$ cat src/hw/rtl/lfuar_pkg.sv
// Shared constants and the result record of the LFU aging replacement list.
package lfuar_pkg;

  localparam int SLOT_W     = 6;
  localparam int COUNT_W    = 8;
  localparam int EVPAGE_W   = 16;
  localparam int PERIOD_W   = 8;
  localparam int CFG_DATA_W = 32;
  localparam int CFG_ADDR_W = 2;

  localparam logic [CFG_ADDR_W-1:0] REG_AGING_PERIOD   = 2'd0;
  localparam logic [PERIOD_W-1:0]   AGING_PERIOD_RESET = 8'd20;

  typedef struct packed {
    logic                hit;
    logic [SLOT_W-1:0]   slot;
    logic [COUNT_W-1:0]  count;
    logic                ev_valid;
    logic [EVPAGE_W-1:0] ev_page;
  } result_t;

endpackage

$ cat src/hw/rtl/lfuar_engine.sv
// Entry store and slot sequencer: one scan pass and one reordering sweep per nonzero page request.
module lfuar_engine #(
  parameter int SLOTS      = 16,
  parameter int PAGE_BITS  = 16,
  parameter int COUNT_BITS = 8
) (
  input  logic                          clk,
  input  logic                          rst_n,
  input  logic                          start,
  input  logic [PAGE_BITS-1:0]          page,
  input  logic [lfuar_pkg::PERIOD_W-1:0] period,
  output logic                          busy,
  output logic                          done,
  output lfuar_pkg::result_t            result
);
  import lfuar_pkg::*;

  localparam int IW = (SLOTS > 1) ? $clog2(SLOTS) : 1;
  localparam logic [IW-1:0] LAST = IW'(SLOTS - 1);

  localparam logic [2:0] ST_IDLE  = 3'd0;
  localparam logic [2:0] ST_SCAN  = 3'd1;
  localparam logic [2:0] ST_PREP  = 3'd2;
  localparam logic [2:0] ST_SWEEP = 3'd3;
  localparam logic [2:0] ST_FLUSH = 3'd4;
  localparam logic [2:0] ST_ZERO  = 3'd5;

  typedef struct packed {
    logic [PAGE_BITS-1:0]  page;
    logic [COUNT_BITS-1:0] cnt;
  } entry_t;

  function automatic logic [COUNT_BITS-1:0] age_count(logic [COUNT_BITS-1:0] c, logic en);
    age_count = (en && (c != '0)) ? c - 1'b1 : c;
  endfunction

  // Entry memory: one write and one registered read per cycle.
  entry_t           mem_r [SLOTS];
  logic [SLOTS-1:0] vld_r;
  entry_t           rd_r;
  logic             we;
  logic [IW-1:0]    wa;
  logic [IW-1:0]    ra;
  entry_t           wd;

  always_ff @(posedge clk) begin
    if (we) begin
      mem_r[wa] <= wd;
    end
    rd_r <= vld_r[ra] ? mem_r[ra] : '0;
  end

  // Slots never written read as empty.
  always_ff @(posedge clk) begin
    if (!rst_n) begin
      vld_r <= '0;
    end else if (we) begin
      vld_r[wa] <= 1'b1;
    end
  end

  logic [2:0]            state_r, state_nxt;
  logic [IW-1:0]         cnt_r, cnt_nxt;
  logic [PAGE_BITS-1:0]  page_r, page_nxt;
  logic [PERIOD_W-1:0]   tally_r, tally_nxt;
  logic                  age_r, age_nxt;
  logic                  found_r, found_nxt;
  logic [IW-1:0]         h_r, h_nxt;
  logic [COUNT_BITS-1:0] hcnt_r, hcnt_nxt;
  logic                  emp_r, emp_nxt;
  logic [IW-1:0]         u_r, u_nxt;
  logic [PAGE_BITS-1:0]  lastp_r, lastp_nxt;
  logic [IW-1:0]         e_r, e_nxt;
  logic                  evict_r, evict_nxt;
  logic [COUNT_BITS-1:0] cf_r, cf_nxt;
  logic                  placed_r, placed_nxt;
  entry_t                pend_r, pend_nxt;
  logic [IW-1:0]         pos_r, pos_nxt;

  logic [PERIOD_W-1:0]   tally_inc;
  logic                  age_now;
  logic [COUNT_BITS-1:0] cs;
  entry_t                ad;
  entry_t                mentry;
  logic                  shift;

  always_comb begin
    state_nxt  = state_r;
    cnt_nxt    = cnt_r;
    page_nxt   = page_r;
    tally_nxt  = tally_r;
    age_nxt    = age_r;
    found_nxt  = found_r;
    h_nxt      = h_r;
    hcnt_nxt   = hcnt_r;
    emp_nxt    = emp_r;
    u_nxt      = u_r;
    lastp_nxt  = lastp_r;
    e_nxt      = e_r;
    evict_nxt  = evict_r;
    cf_nxt     = cf_r;
    placed_nxt = placed_r;
    pend_nxt   = pend_r;
    pos_nxt    = pos_r;
    we         = 1'b0;
    wa         = '0;
    wd         = '0;
    ra         = cnt_r;

    tally_inc = tally_r + 1'b1;
    age_now   = (tally_inc >= period);
    cs        = (hcnt_r == '1) ? hcnt_r : hcnt_r + 1'b1;

    ad.page = rd_r.page;
    ad.cnt  = age_count(rd_r.cnt, age_r);
    mentry.page = page_r;
    mentry.cnt  = cf_r;
    // A hit entry moves ahead of lower counts; a new entry falls behind higher counts.
    shift = found_r ? (ad.cnt < cf_r) : (ad.cnt <= cf_r);

    unique case (state_r)
      ST_IDLE: begin
        ra = '0;
        if (start) begin
          page_nxt   = page;
          found_nxt  = 1'b0;
          emp_nxt    = 1'b0;
          placed_nxt = 1'b0;
          cnt_nxt    = '0;
          if (page == '0) begin
            state_nxt = ST_ZERO;
          end else begin
            age_nxt   = age_now;
            tally_nxt = age_now ? '0 : tally_inc;
            state_nxt = ST_SCAN;
          end
        end
      end
      ST_SCAN: begin
        ra = cnt_r + 1'b1;
        if (!found_r && (rd_r.page == page_r)) begin
          found_nxt = 1'b1;
          h_nxt     = cnt_r;
          hcnt_nxt  = rd_r.cnt;
        end
        if (!emp_r && (rd_r.page == '0)) begin
          emp_nxt = 1'b1;
          u_nxt   = cnt_r;
        end
        if (cnt_r == LAST) begin
          lastp_nxt = rd_r.page;
          state_nxt = ST_PREP;
        end else begin
          cnt_nxt = cnt_r + 1'b1;
        end
      end
      ST_PREP: begin
        ra      = LAST;
        cnt_nxt = LAST;
        if (found_r) begin
          e_nxt     = h_r;
          evict_nxt = 1'b0;
          cf_nxt    = age_count(cs, age_r);
        end else begin
          e_nxt     = emp_r ? u_r : LAST;
          evict_nxt = !emp_r;
          cf_nxt    = age_r ? '0 : COUNT_BITS'(1);
        end
        state_nxt = ST_SWEEP;
      end
      ST_SWEEP: begin
        // Walk from the tail toward the head; the moved entry leaves a hole
        // at its old slot that travels up until the entry drops in.
        ra = cnt_r - 1'b1;
        if (cnt_r > e_r) begin
          we = 1'b1;
          wa = cnt_r;
          wd = ad;
        end else if (cnt_r < e_r) begin
          we = 1'b1;
          wa = cnt_r + 1'b1;
          if (placed_r) begin
            wd       = pend_r;
            pend_nxt = ad;
          end else if (shift) begin
            wd = ad;
          end else begin
            wd         = mentry;
            placed_nxt = 1'b1;
            pos_nxt    = cnt_r + 1'b1;
            pend_nxt   = ad;
          end
        end
        if (cnt_r == '0) begin
          state_nxt = ST_FLUSH;
        end else begin
          cnt_nxt = cnt_r - 1'b1;
        end
      end
      ST_FLUSH: begin
        we = 1'b1;
        wa = '0;
        wd = placed_r ? pend_r : mentry;
        if (!placed_r) begin
          pos_nxt = '0;
        end
        state_nxt = ST_IDLE;
      end
      ST_ZERO: begin
        state_nxt = ST_IDLE;
      end
      default: begin
        state_nxt = ST_IDLE;
      end
    endcase
  end

  always_ff @(posedge clk) begin
    if (!rst_n) begin
      state_r  <= ST_IDLE;
      tally_r  <= '0;
      age_r    <= 1'b0;
      found_r  <= 1'b0;
      emp_r    <= 1'b0;
      evict_r  <= 1'b0;
      placed_r <= 1'b0;
      cnt_r    <= '0;
    end else begin
      state_r  <= state_nxt;
      tally_r  <= tally_nxt;
      age_r    <= age_nxt;
      found_r  <= found_nxt;
      emp_r    <= emp_nxt;
      evict_r  <= evict_nxt;
      placed_r <= placed_nxt;
      cnt_r    <= cnt_nxt;
    end
  end

  always_ff @(posedge clk) begin
    page_r  <= page_nxt;
    h_r     <= h_nxt;
    hcnt_r  <= hcnt_nxt;
    u_r     <= u_nxt;
    lastp_r <= lastp_nxt;
    e_r     <= e_nxt;
    cf_r    <= cf_nxt;
    pend_r  <= pend_nxt;
    pos_r   <= pos_nxt;
  end

  assign busy = (state_r != ST_IDLE);
  assign done = (state_r == ST_FLUSH) || (state_r == ST_ZERO);

  always_comb begin
    result = '0;
    if (state_r == ST_FLUSH) begin
      result.hit      = found_r;
      result.slot     = SLOT_W'(placed_r ? pos_r : '0);
      result.count    = COUNT_W'(cf_r);
      result.ev_valid = evict_r;
      result.ev_page  = evict_r ? EVPAGE_W'(lastp_r) : '0;
    end
  end

endmodule

$ cat src/hw/rtl/lfu_aging_replacement_list.sv
// Each accepted page takes one scan and one sweep of the entry memory at one slot per cycle,
// with a prepare step between them and the final write after; a zero page skips both passes.
// The result is registered. No new request is taken until the engine has finished the current
// one and returned to idle, and the result register is free.
// Reset empties every slot, clears the request tally and sets the aging period to 20;
// no clearing pass is needed, so a request can be accepted right after reset.
module lfu_aging_replacement_list #(
  parameter int SLOTS      = 16,
  parameter int PAGE_BITS  = 16,
  parameter int COUNT_BITS = 8
) (
  input  logic                              clk,
  input  logic                              rst_n,
  input  logic                              in_valid,
  output logic                              in_stall,
  input  logic [PAGE_BITS-1:0]              in_page,
  output logic                              out_valid,
  input  logic                              out_stall,
  output logic                              out_hit,
  output logic [lfuar_pkg::SLOT_W-1:0]      out_slot,
  output logic [lfuar_pkg::COUNT_W-1:0]     out_count,
  output logic                              out_evicted_valid,
  output logic [lfuar_pkg::EVPAGE_W-1:0]    out_evicted_page,
  input  logic                              psel,
  input  logic                              penable,
  input  logic                              pwrite,
  input  logic [lfuar_pkg::CFG_ADDR_W-1:0]  paddr,
  input  logic [lfuar_pkg::CFG_DATA_W-1:0]  pwdata,
  output logic [lfuar_pkg::CFG_DATA_W-1:0]  prdata,
  output logic                              pready
);
  import lfuar_pkg::*;

  logic [PERIOD_W-1:0] period_r;
  logic                eng_busy;
  logic                eng_done;
  result_t             eng_res;
  logic                start;
  logic                out_valid_r;
  result_t             out_r;

  // Configuration register.
  always_ff @(posedge clk) begin
    if (!rst_n) begin
      period_r <= AGING_PERIOD_RESET;
    end else if (psel && penable && pwrite && (paddr == REG_AGING_PERIOD)) begin
      period_r <= pwdata[PERIOD_W-1:0];
    end
  end

  assign pready = 1'b1;
  assign prdata = (paddr == REG_AGING_PERIOD) ? CFG_DATA_W'(period_r) : '0;

  // A new transaction enters only when the engine is idle and the result slot frees up.
  assign in_stall = eng_busy || (out_valid_r && out_stall);
  assign start    = in_valid && !in_stall;

  lfuar_engine #(
    .SLOTS      (SLOTS),
    .PAGE_BITS  (PAGE_BITS),
    .COUNT_BITS (COUNT_BITS)
  ) u_engine (
    .clk    (clk),
    .rst_n  (rst_n),
    .start  (start),
    .page   (in_page),
    .period (period_r),
    .busy   (eng_busy),
    .done   (eng_done),
    .result (eng_res)
  );

  always_ff @(posedge clk) begin
    if (!rst_n) begin
      out_valid_r <= 1'b0;
    end else if (eng_done) begin
      out_valid_r <= 1'b1;
    end else if (out_valid_r && !out_stall) begin
      out_valid_r <= 1'b0;
    end
  end

  always_ff @(posedge clk) begin
    if (eng_done) begin
      out_r <= eng_res;
    end
  end

  assign out_valid         = out_valid_r;
  assign out_hit           = out_r.hit;
  assign out_slot          = out_r.slot;
  assign out_count         = out_r.count;
  assign out_evicted_valid = out_r.ev_valid;
  assign out_evicted_page  = out_r.ev_page;

endmodule

$ cat config.mk
export PLATFORM = sky130hd
export DESIGN_NAME = lfu_aging_replacement_list
export DESIGN_NICKNAME = d
export VERILOG_FILES = /design/src/hw/rtl/lfuar_pkg.sv /design/src/hw/rtl/lfuar_engine.sv /design/src/hw/rtl/lfu_aging_replacement_list.sv
export SDC_FILE = /design/constraint.sdc
export NUM_CORES = 1
export LEC_CHECK = 0
export ABC_CLOCK_PERIOD_IN_PS = 8200
export BUFFER_PORTS_ARGS = -buffer_cell sky130_fd_sc_hd__clkbuf_2
export CELL_PAD_IN_SITES_DETAIL_PLACEMENT = 1
export CELL_PAD_IN_SITES_GLOBAL_PLACEMENT = 2
export CORE_MARGIN = 4
export CORE_UTILIZATION = 30
export CTS_CLUSTER_DIAMETER = 200
export DETAILED_ROUTE_END_ITERATION = 6
export GPL_TIMING_DRIVEN = 0
export PLACE_DENSITY = 0.65
export SYNTH_ARGS = -nofsm -noshare
export SYNTH_HDL_FRONTEND = slang
export SYNTH_SLANG_ARGS = --single-unit
$ cat constraint.sdc
create_clock -name clk -period 8.2 [get_ports clk]
set_input_delay 0.82 -clock clk [delete_from_list [all_inputs] [get_ports clk]]
set_output_delay 0.82 -clock clk [all_outputs]
set_load 0.02 [all_outputs]
* Word level (Yosys, flattened, before mapping)
Memory sizes are Yosys's and may differ from the RTL's. A register that Yosys moved wholly into a read port is not among the register bits. Cells that the tools add are included.
Storage, ports and cells: output and inout bits 67, memories kept 1, flip-flop bits (word level) 165, bits of input ports 57, memory bits (writable) 384
Cells by class: multiplexer cells 59, reductions and logical operators 45, bitwise logic cells 3, $lt $le $gt $ge 8, equality and inequality tests 21, add/sub/neg operators 6
Memories:
- u_engine.mem_r | words 16, width 24, read ports 1, clocked after Yosys merged registers in 1, wr ports 1, line lfuar_engine.sv:38 | entry_t mem_r [SLOTS];
Operator list (number):
- $mux W24 | 7
- $mux W4 | 13
- $mux W8 | 6
- $pmux W24 S2 | 1
- $logic_not A16 Y1 | 2
- $pmux W4 S4 | 2
- $mux W1 | 18
- $add A8 B1 Y8 const B | 2
- $eq A16 B16 Y1 | 1
- $or A16 B16 Y16 | 1
- $reduce_bool A8 Y1 | 2
- $sub A8 B1 Y8 const B | 2
- $ne A2 B2 Y1 const B | 7
- $mux W3 | 4
- $ne A2 B1 Y1 const B | 6
- $pmux W3 S4 | 1
- $reduce_and A2 Y1 | 6
- $reduce_and A3 Y1 | 4
- $reduce_and A4 Y1 | 3
- $logic_and A1 B1 Y1 | 11
- $lt A4 B5 Y1 const B | 2
- $eq A8 B8 Y1 const B | 1
- $ge A8 B8 Y1 | 1
- $le A8 B8 Y1 | 1
- other kinds (24) | 38

* Longest topological paths before layout
Gate-level depths: netlist of run 1.
depth in word-level cells 10, mapped depth 16, gate-level depth less buffers 15

* Hierarchy
From an unflattened synthesis of run 1, not the netlist that was laid out.
Second synthesis, totals: cells, all modules 1930, area total of the unflattened synthesis 24708.7 sq um
Modules (own cells, without submodules):
- lfuar_engine | cells each 1820, area each 23113.4 sq um, instances 1
- lfu_aging_replacement_list | cells each 110, area each 1595.3 sq um, instances 1

* Least setup slack after synthesis of run 1
Ideal clock, no wire load.
path kind register to register, start reg u_engine.cnt_r[0], end mem u_engine.mem_r[0][0] (netlist name) (enable), buffers on the path 1, library setup time 0.438 ns, data arrival time 3.849 ns, setup slack 3.914 ns, cell stages (with the launch flop) 9, cell sequence dfxtp_1 -> clkbuf_1 -> inv_1 -> ha_1 -> nand2_1 -> nor2_1 -> a211oi_1 -> or4_1 -> nor3_1
Between the ends: cells in the longest elaborated chain, start to end 6
Ends and longest elaborated chain:
- from (decl) | line lfuar_engine.sv:63 | logic [IW-1:0] cnt_r, cnt_nxt;
- from (signal assigned) | line lfuar_engine.sv:236 | cnt_r <= cnt_nxt;
- $lt A4 B4 Y1 | line lfuar_engine.sv:179 | end else if (cnt_r < e_r) begin
- $mux W1 | line lfuar_engine.sv:179
- $mux W1 | line lfuar_engine.sv:175 | if (cnt_r > e_r) begin
- $pmux W1 S2 | line lfuar_engine.sv:121 | unique case (state_r)
- $mux W1 | line lfuar_engine.sv:47 | if (we) begin
- $mux W1 (not written as such) | line lfuar_engine.sv:48 | mem_r[wa] <= wd;
- to (decl) | line lfuar_engine.sv:38
Several ways; a longest one is shown, not always the timed one.

==> impl_metrics.env, run 1 <==
export IMPL_drv_slew=0
export IMPL_ff2ff_setup_slack_ns=2.91
export IMPL_instances_no_fill=2917
export IMPL_nNetsFinal=1890
export IMPL_yosysSeqAreaShare_pct=67.2
export IMPL_crit_fanout=16
export IMPL_fmax_mhz=189
export IMPL_drcViolationCount=0
export IMPL_criticalPathCategory="reg2reg"
export IMPL_ys_flop_type="edfxtp_1"
export IMPL_cts_htree_levels=2
export IMPL_relSlewSlack_pct=8.59
export IMPL_required_ns=8.43
export IMPL_seq_area_sq_um=16500
export IMPL_max_cap_violations=0
export IMPL_hold_start="pwdata[4]"
export IMPL_synth_edf_count=502
export IMPL_vias=14300
export IMPL_grtUsageTotal_pct=15.6
export IMPL_syn_cell_area_sq_um=24500
export IMPL_hpwlAfterDp_um=49400
export IMPL_hold_viol=0
export IMPL_antenna_found_initial=0
export IMPL_start_util_pct=30.4
export IMPL_top_layer="met4"
export IMPL_cts_resized=0
export IMPL_synth_common_cells="edfxtp_1 (502), mux2i_1 (227), mux2_2 (99), dfxtp_1 (69), o22ai_1 (67)"
export IMPL_hold_path_class="in2reg"
export IMPL_ys_top_cells_by_area="edfxtp_1 (62%), mux2i_1 (9.3%), dfxtp_1 (5.6%)"
export IMPL_cts_setup_buffers=0
export IMPL_first_pass_iters=5
export IMPL_wl_met1_um=30500
export IMPL_cp_arrival_ns=5.52
export IMPL_ys_ff_latch=571
export IMPL_cts_root_buf="clkbuf_16"
export IMPL_cts_inserted_buffers=61
export IMPL_tightestPinTransition_ns=1.36
export IMPL_core_area_sq_um=80700
export IMPL_finalSetupViolCount=0
export IMPL_ant_nets=0
export IMPL_cp_start_kind="flip-flop"
export IMPL_postPlaceCellArea_sq_um=26900
export IMPL_grt_pass1_wl_um=99800
export IMPL_area_growth_pct=17.7
export IMPL_cts_tree="yes"
export IMPL_drive_gt1_share_pct=21.3
export IMPL_grt_max_degree=34
export IMPL_end_kind="flip-flop"
export IMPL_place_inst=2801
export IMPL_grt_pass1_vias=15000
export IMPL_ys_warn_count=0
export IMPL_wl_met2_um=33300
export IMPL_dr_first_iter_drc_count=796
export IMPL_clock_skew_ns=0.0204
export IMPL_clk_latency_ns=0.62
export IMPL_worstReg2RegStart="u_engine.age_r"
export IMPL_yosysUniqueCellTypes=82
export IMPL_fillCellCount=8334
export IMPL_wl_met3_um=3000
export IMPL_post_route_period_util_pct=64.5
export IMPL_yosysMostFrequentCell="edfxtp_1"
export IMPL_avgSynthCellArea_sq_um=15.1
export IMPL_port_buffers=70
export IMPL_clock_path_buffers=3
export IMPL_rsz0062_at_grt="false"
export IMPL_cts_hold_buf=0
export IMPL_wl_per_cell_um=23.4
export IMPL_clk_pin_slew_ns=0.06
export IMPL_multi_input_area_sq_um=7520
export IMPL_crit_start="u_engine.age_r"
export IMPL_gr_total_overflow=0
export IMPL_clock_sinks=571
export IMPL_viasPerCell=4.89
export IMPL_core_rowCount=104
export IMPL_leakage_nw=11.0
export IMPL_powerDensity_nw_per_um2=209
export IMPL_die_x_um=294
export IMPL_synth_top_area_share_pct=61.5
export IMPL_synth_top_area_cell="edfxtp_1"
export IMPL_drt_wl_total_um=68300
export IMPL_setup_tns_ns=0
export IMPL_synth_cells=1623
export IMPL_die_area_sq_um=86300
export IMPL_io_pins=124
export IMPL_ir_drop_uv=146
export IMPL_finalWeightedCongestion=0.789
export IMPL_dieHeight_um=294
export IMPL_outcome="complete, no violations"
export IMPL_fin_crit_ns=5.29
export IMPL_fin_area_sq_um=28800
export IMPL_synthArstFlopShare_pct=0
metal layers:
layer | global-route usage [%] | up-vias
li1 | - | 6571
met1 | 20.7 | 7298
met2 | 26.6 | 295
met3 | 2.48 | 93
met4 | 4.25 | 0
met5 | 0 | -
metrics by stage:
stage                     hold WS [ns]  utilization, %  setup slack (ns)  power (mW)
final                            0.419            35.7              2.91        6.04
after global routing             0.411            35.7              2.50        6.25
after CTS                        0.376            35.7              2.72        6.12
after detailed placement         0.453            33.3              2.74        3.44
after global placement           0.443            32.6             0.998        3.44
after floorplan                  0.424               -              3.91        3.36
report_power, final:
| group | switching [mW] | internal [mW] | leakage [nW] | total, mW |
|---|---|---|---|---|
| clock | 1.14 | 1.53 | 0.920 | 2.66 |
| combinational | 0.147 | 0.0927 | 4.72 | 0.240 |
| sequential | 0.00779 | 3.13 | 5.39 | 3.14 |
| total | 1.29 | 4.75 | 11.0 | 6.04 |
path summary, 6_finish.rpt:
check / end / depth (start not counted)
worst min-delay path: period_r[4] / 3
worst min register to register: u_engine.vld_r[7] / 1
worst max register to register: u_engine.mem_r[11][7] / 13
worst max-delay path: u_engine.mem_r[11][7] / 13
state kept, by name, summed over array words and instances, names as in the netlist, 3 cells and up:
name	flops
u_engine.hcnt_r	8
u_engine.ad	16
u_engine.mem_r	384
out_evicted_page	16
period_r	8
u_engine.rd_r	8
u_engine.e_r	4
u_engine.pos_r	4
u_engine.vld_r	16
u_engine.lastp_r	16
u_engine.state_r	3
u_engine.u_r	4
u_engine.h_r	4
u_engine.page_r	16
u_engine.tally_r	8
u_engine.cf_r	8
out_count	8
u_engine.pend_r	24
u_engine.cnt_r	4
out_slot	4
layout make-up:
cell class                      count  area share, %
Buffer                            108           2.27
Tap cell                         1060           4.60
Inverter                           36          0.469
Antenna cell                        1        0.00868
Multi-Input combinational cell    933           26.1
Timing Repair Buffer               94           2.89
Sequential cell                   571           57.1
Clock inverter                     35           1.07
Clock buffer                       79           5.53
cells by family (layout without fill, tap and decap cells):
logic type	Yosys count	after routing	synth area share [%]
DFF	571	571	67.2
muxes	329	329	14.0
and+or+nand+nor	270	270	5.88
AOI/OAI and AO/OA	237	237	6.77
buffers and inverters	144	352	3.22
xor gates and xnor gates	42	42	1.50
adders and majority gates	28	28	1.43
other	2	28	0.0307
critical path: stages (launching register included):
cell,delay [ns]
dfxtp_1,0.30
clkbuf_1,0.58
o41a_1,0.45
nand2_1,0.14
or3_1,0.34
xor2_1,0.28
inv_1,0.12
ha_1,0.31
nand4_1,0.11
or3_1,0.39
o31a_1,0.17
o21a_1,0.26
clkbuf_1,0.34
o22ai_1,1.10
cell usage in the layout (no fill, tap or decap), types with 7 or more instances in the layout:
cell	synthesis	layout
a211oi_1	10	9
a21oi_1	35	32
a31oi_1	7	7
and2_1	22	22
and3_1	14	14
buf_16	0	13
buf_2	24	24
buf_4	46	48
buf_6	6	13
clkbuf_1	31	49
clkbuf_16	0	61
clkbuf_2	0	70
clkinv_1	0	14
clkinv_2	0	8
conb_1	2	27
dfxtp_1	69	69
edfxtp_1	502	502
ha_1	28	28
inv_1	35	35
mux2_2	99	99
mux2i_1	227	227
nand2_1	42	42
nand2b_1	9	9
nand3_1	16	16
nor2_1	63	52
nor2_4	1	11
nor2b_1	7	7
nor3_1	18	16
nor4_1	19	19
o21a_1	18	18
o21ai_0	34	32
o22ai_1	67	64
or2_1	25	25
xnor2_1	10	10
xor2_1	32	32
Note: power is estimated with default switching activity, not from simulation.
==> run 2, diff against run 1 <==
- ABC_AREA: default -> 1
- ABC_CLOCK_PERIOD_IN_PS: 8200 -> 5400
- PLACE_DENSITY: 0.65 -> 0.71
- clock period: 8.2 -> 5.4 ns (I/O delays scaled with it)
==> run 2 against run 1 <==
Effect of this change:
- cell area increased by 3.6%
- highest routed layer unchanged
- routed wire length rose by 25%
- largest power group unchanged
- clock skew up 0.0039 ns
- combinational power rose to 13 times the previous value
==> impl_metrics.env, run 2 <==
export IMPL_outcome="complete, no violations"
export IMPL_clock_sinks=571
export IMPL_place_inst=3878
export IMPL_viasPerCell=4.87
export IMPL_die_x_um=300
export IMPL_leakage_nw=11.9
export IMPL_hold_viol=0
export IMPL_powerDensity_nw_per_um2=413
export IMPL_setup_tns_ns=0
export IMPL_finalWeightedCongestion=0.837
export IMPL_crit_fanout=16
export IMPL_drive_gt1_share_pct=11.0
export IMPL_layout_commonest_cell="nand2_1"
export IMPL_ys_ff_latch=571
export IMPL_grt_pass1_wl_um=127000
export IMPL_synth_cells=2629
export IMPL_required_ns=5.65
export IMPL_relSlewSlack_pct=9.50
export IMPL_layout_setup_ws_ns=0.315
export IMPL_cts_tree="yes"
export IMPL_core_area_sq_um=85000
export IMPL_synth_common_cells="nand2_1 (902), edfxtp_1 (502), nand3_1 (398), inv_1 (180), nor2_1 (173)"
export IMPL_fillCellCount=9666
export IMPL_top_register="u_engine.mem_r"
export IMPL_ys_warn_count=0
export IMPL_rsz0062_at_grt="false"
export IMPL_io_pins=124
export IMPL_clk_latency_ns=0.64
export IMPL_fin_crit_ns=5.08
export IMPL_grt_pass1_vias=20400
export IMPL_synth_top_area_cell="edfxtp_1"
export IMPL_synth_mux_area_share_pct=0
export IMPL_area_growth_pct=16.3
export IMPL_start_util_pct=30.2
export IMPL_ys_flop_type="edfxtp_1"
export IMPL_antenna_found_initial=2
export IMPL_ant_nets=0
export IMPL_hold_path_class="in2reg"
export IMPL_ys_top_cells_by_area="edfxtp_1 (59%), nand2_1 (13%), nand3_1 (7.8%)"
export IMPL_die_area_sq_um=90300
export IMPL_ir_drop_uv=255
export IMPL_finalSetupViolCount=0
export IMPL_ff2ff_setup_slack_ns=0.32
export IMPL_hold_start="in_page[11]"
export IMPL_place_ws_ns=-0.415
export IMPL_largest_reg_flops=384
export IMPL_synth_compound_area_share_pct=3.02
export IMPL_dr_first_iter_drc_count=1485
export IMPL_avgSynthCellArea_sq_um=9.76
export IMPL_min_path_cells=1
export IMPL_drt_wl_total_um=85000
export IMPL_yosysMostFrequentCell="nand2_1"
export IMPL_instances_no_fill=3985
export IMPL_hpwlAfterDp_um=60500
export IMPL_drv_slew=0
export IMPL_clock_path_buffers=3
export IMPL_syn_cell_area_sq_um=25700
export IMPL_max_cap_violations=0
export IMPL_postPlaceCellArea_sq_um=27800
export IMPL_cp_arrival_ns=5.34
export IMPL_cts_setup_buffers=0
export IMPL_grt_max_degree=32
export IMPL_synth_simple_gate_area_share_pct=24.7
export IMPL_r2r_end="u_engine.mem_r[11][2]"
export IMPL_reg2regPathDepth=15
export IMPL_nNetsFinal=2883
export IMPL_cts_htree_levels=2
export IMPL_post_route_period_util_pct=94.2
export IMPL_port_buffers=72
export IMPL_clk_pin_slew_ns=0.06
export IMPL_fin_area_sq_um=29900
export IMPL_worstReg2RegStart="u_engine.age_r"
export IMPL_largestRegisters="u_engine.mem_r: 384 flops, u_engine.pend_r: 24 flops"
export IMPL_synth_edf_count=502
export IMPL_cts_inserted_buffers=60
export IMPL_drcViolationCount=0
export IMPL_synth_top_area_share_pct=58.7
export IMPL_cp_start_kind="flip-flop"
export IMPL_cts_root_buf="clkbuf_16"
export IMPL_wl_per_cell_um=21.3
export IMPL_synthAdderAreaFrac_pct=1.36
export IMPL_yosysSeqAreaShare_pct=64.1
export IMPL_final_cell_mix="nand2_1 (902), edfxtp_1 (502), nand3_1 (398), inv_1 (176), nor2_1 (163)"
export IMPL_cts_hold_buf=0
export IMPL_tightestPinTransition_ns=1.36
export IMPL_core_rowCount=107
export IMPL_clock_skew_ns=0.0243
export IMPL_first_pass_iters=5
export IMPL_vias=19400
export IMPL_criticalPathCategory="reg2reg"
export IMPL_yosysUniqueCellTypes=43
export IMPL_hold_slack_ns=0.115
export IMPL_min_to="u_engine.page_r[11]"
export IMPL_fmax_mhz=197
export IMPL_end_kind="flip-flop"
export IMPL_synth_top_family_by_area="simple AND/OR/NAND/NOR gates"
export IMPL_grtUsageTotal_pct=18.7
export IMPL_dieHeight_um=300
export IMPL_synthArstFlopShare_pct=0
export IMPL_gr_total_overflow=0
export IMPL_synth_xor_area_share_pct=0.921
run 2: layout make-up:
type	instances	area, sq um	area share [%]
Sequential cell	571	16500	55.1
Multi-Input combinational cell	1744	7900	26.5
Clock buffer	74	1600	5.37
Tap cell	1144	1430	4.79
Buffer	155	813	2.72
Inverter	184	694	2.33
Timing Repair Buffer	81	524	1.76
Clock inverter	30	418	1.40
Timing Repair inverter	1	5.00	0.0168
Antenna cell	1	2.50	0.00838
run 2: worst max-delay path by stage:
| stage | cells past startpoint | endpoint | slack [ns] | from |
|---|---|---|---|---|
| finish | 15 | u_engine.mem_r[11][2] | 0.32 | u_engine.age_r |
| global route | 14 | u_engine.mem_r[5][2] | 0.06 | u_engine.age_r |
| CTS | 15 | u_engine.mem_r[5][2] | 0.19 | u_engine.age_r |
| detailed placement | 19 | u_engine.mem_r[11][2] | -0.41 | u_engine.rd_r[0] |
| global placement | 18 | u_engine.mem_r[0][13] | -1.94 | u_engine.age_r |
| floorplan | 21 | u_engine.mem_r[0][6] | 1.44 | u_engine.rd_r[0] |
run 2: per-stage QoR:
| step | total power, mW | util [%] |
|---|---|---|
| 2_1_floorplan | 6.98 | - |
| 3_3_place_gp | 8.06 | 32.4 |
| 3_5_place_dp | 8.14 | 32.7 |
| 4_1_cts | 12.5 | 35.1 |
| 5_1_grt | 13.0 | 35.1 |
| 6_report | 12.3 | 35.1 |
run 2: worst max-delay path, stage by stage, from the launching register on:
cell and delay, ns:
dfxtp_1 0.71, nand2_1 0.26, o21ai_0 0.68, ha_1 0.39
nand2_1 0.07, nand2_1 0.05, nand2_1 0.05, nand2_1 0.05
nand2_1 0.06, nand2_1 0.05, nand2_1 0.43, nand2_1 0.28
nand2_1 0.25, clkinvlp_4 0.44, nor2_4 0.52, o21ai_2 0.38
run 2: cells by family (layout without fill, tap and decap cells):
logic type	count (synthesis)	count (layout)
compound gates	141	141
flops	571	571
other cells	2	28
buf+inv	339	525
simple gates	1521	1521
fa+ha+maj	28	28
xor+xnor	27	27
run 2: routing by layer:
layer	wire length, um	vias to the layer above	global-route usage [%]
met4	2290	0	5.38
met2	41300	426	32.0
met1	37800	9767	24.9
li1	-	9090	-
met3	3680	110	2.34
met5	0	-	0
run 2: report_power, final:
group | switching, mW | total [mW] | leakage, nW | internal [mW]
Sequential | 0.104 | 4.98 | 4.42 | 4.88
Combinational | 2.18 | 3.04 | 6.48 | 0.867
Clock | 1.75 | 4.31 | 0.980 | 2.57
run 2: what timing repair did:
action,4_1_cts,5_1_grt
cloned,0,1
setup endpoints to repair,144,160
gates resized for setup,3,0
hold endpoints to repair,0,0
==> run 3, diff against run 2 <==
- ABC_AREA: 1 -> 0
- CORE_ASPECT_RATIO: default -> 1.25
- PLACE_DENSITY: 0.71 -> 0.59
==> run 3 against run 2 <==
Effect of this change:
- sequential cell count is the same
- register-to-register slack lost 0.12 ns
- combinational power shrank 88%
- clock skew shrank 0.0035 ns
- highest routed layer unchanged
==> impl_metrics.env, run 3 (same netlist as run 1, synthesis figures left out) <==
export IMPL_reg2regPathDepth=13
export IMPL_cp_arrival_ns=5.46
export IMPL_drt_wl_total_um=70800
export IMPL_leakage_nw=11.0
export IMPL_instances_no_fill=2920
export IMPL_grt_pass1_wl_um=103000
export IMPL_top_register="u_engine.mem_r"
export IMPL_area_growth_pct=17.9
export IMPL_power_total_mw=9.17
export IMPL_multi_input_area_sq_um=7570
export IMPL_gr_total_overflow=0
export IMPL_finalSetupViolCount=0
export IMPL_cts_setup_buffers=0
export IMPL_layout_setup_ws_ns=0.198
export IMPL_clk_latency_ns=0.65
export IMPL_dieHeight_um=327
export IMPL_drv_slew=0
export IMPL_fin_area_sq_um=28900
export IMPL_largestRegisters="u_engine.mem_r: 384 flops, u_engine.pend_r: 24 flops"
export IMPL_hold_start="in_page[10]"
export IMPL_grtUsageTotal_pct=16.1
export IMPL_vias=14300
export IMPL_wl_per_cell_um=24.2
export IMPL_clock_sinks=571
export IMPL_viasPerCell=4.89
export IMPL_dr_first_iter_drc_count=1073
export IMPL_r2r_end="u_engine.mem_r[3][18]"
export IMPL_required_ns=5.65
export IMPL_first_pass_iters=7
export IMPL_antenna_found_initial=0
export IMPL_hold_slack_ns=0.0860
export IMPL_rsz0062_at_grt="true"
export IMPL_final_cell_mix="edfxtp_1 (502), mux2i_1 (227), mux2_2 (99), clkbuf_2 (70), dfxtp_1 (69)"
export IMPL_setup_tns_ns=0
export IMPL_min_path_cells=1
export IMPL_place_inst=2804
export IMPL_largest_reg_flops=384
export IMPL_postPlaceCellArea_sq_um=26900
export IMPL_layout_commonest_cell="edfxtp_1"
export IMPL_relSlewSlack_pct=8.42
export IMPL_fillCellCount=8329
export IMPL_drive_gt1_share_pct=22.2
export IMPL_clock_skew_ns=0.0207
export IMPL_end_kind="flip-flop"
export IMPL_port_buffers=70
export IMPL_fmax_mhz=192
export IMPL_fin_util_pct=35.9
export IMPL_hpwlAfterDp_um=49900
export IMPL_die_x_um=264
export IMPL_criticalPathCategory="reg2reg"
export IMPL_cts_tree="yes"
export IMPL_worstReg2RegStart="u_engine.age_r"
export IMPL_seq_area_sq_um=16500
export IMPL_cts_inserted_buffers=60
export IMPL_ant_nets=0
export IMPL_start_util_pct=30.4
export IMPL_grt_max_degree=34
export IMPL_min_to="u_engine.page_r[10]"
export IMPL_core_area_sq_um=80600
export IMPL_io_pins=124
export IMPL_powerDensity_nw_per_um2=318
export IMPL_fin_crit_ns=5.20
export IMPL_cts_root_buf="clkbuf_16"
export IMPL_ff2ff_setup_slack_ns=0.20
export IMPL_drcViolationCount=0
export IMPL_post_route_period_util_pct=96.3
export IMPL_cp_start_kind="flip-flop"
export IMPL_ir_drop_uv=239
export IMPL_core_rowCount=116
export IMPL_die_area_sq_um=86300
export IMPL_tightestPinTransition_ns=1.37
export IMPL_nNetsFinal=1892
export IMPL_hold_path_class="in2reg"
export IMPL_hold_viol=0
export IMPL_grt_pass1_vias=15300
export IMPL_finalWeightedCongestion=0.784
export IMPL_outcome="complete, no violations"
export IMPL_cts_htree_levels=2
export IMPL_place_ws_ns=-0.0301
export IMPL_crit_fanout=16
export IMPL_max_cap_violations=0
export IMPL_clk_pin_slew_ns=0.06
export IMPL_clock_path_buffers=3
## run 3: worst max path at each step
stage	startpoint	to	depth (start not counted)
after global placement	u_engine.cnt_r[0]	u_engine.mem_r[0][11]	8
after floorplan	u_engine.cnt_r[0]	u_engine.mem_r[0][0]	8
after detailed placement	u_engine.age_r	u_engine.mem_r[9][5]	13
after global routing	u_engine.age_r	u_engine.mem_r[12][17]	13
final	u_engine.age_r	u_engine.mem_r[3][18]	13
after CTS	u_engine.age_r	u_engine.mem_r[15][4]	13
## run 3: what timing repair did
action | CTS | global route
resized for setup | 5 | 6
setup endpoints to repair | 48 | 128
hold buffers | 0 | 0
endpoints found under the hold margin | 0 | 0
## run 3: metal layers
metal / part of all wire (%) / global-route usage (%) / routed length [um] / vias up
met4: 2.3 / 4.58 / 1610 / 0
met3: 3.6 / 2.18 / 2550 / 93
met5: 0 / 0 / 0 / -
met1: 43 / 20.2 / 30300 / 7327
met2: 51 / 29.0 / 36400 / 288
li1: - / - / - / 6567
## run 3: final cells by class
class                           instances  share of cell area (%)
Clock inverter                         25                   0.788
Sequential cell                       571                    57.0
Tap cell                             1062                    4.60
Inverter                               36                   0.468
Antenna cell                            1                 0.00866
Timing Repair Buffer                   97                    2.83
Clock buffer                           87                    5.86
Buffer                                108                    2.26
Multi-Input combinational cell        933                    26.2
## run 3: power by group
| group | internal [mW] | switching, mW | total [mW] | leakage [nW] |
|---|---|---|---|---|
| Combinational | 0.138 | 0.224 | 0.361 | 4.70 |
| Sequential | 4.75 | 0.0140 | 4.76 | 5.31 |
| Clock | 2.32 | 1.73 | 4.05 | 0.943 |
## run 3: worst max-delay path, stage by stage (launching register included)
cell	delay (ns)
dfxtp_1	0.30
clkbuf_1	0.44
o41a_1	0.45
nand2_1	0.13
or3_1	0.33
xor2_1	0.32
inv_1	0.13
ha_1	0.31
nand4_1	0.11
or3_1	0.40
o31a_1	0.16
o21a_1	0.24
clkbuf_1	0.34
o22ai_1	1.13
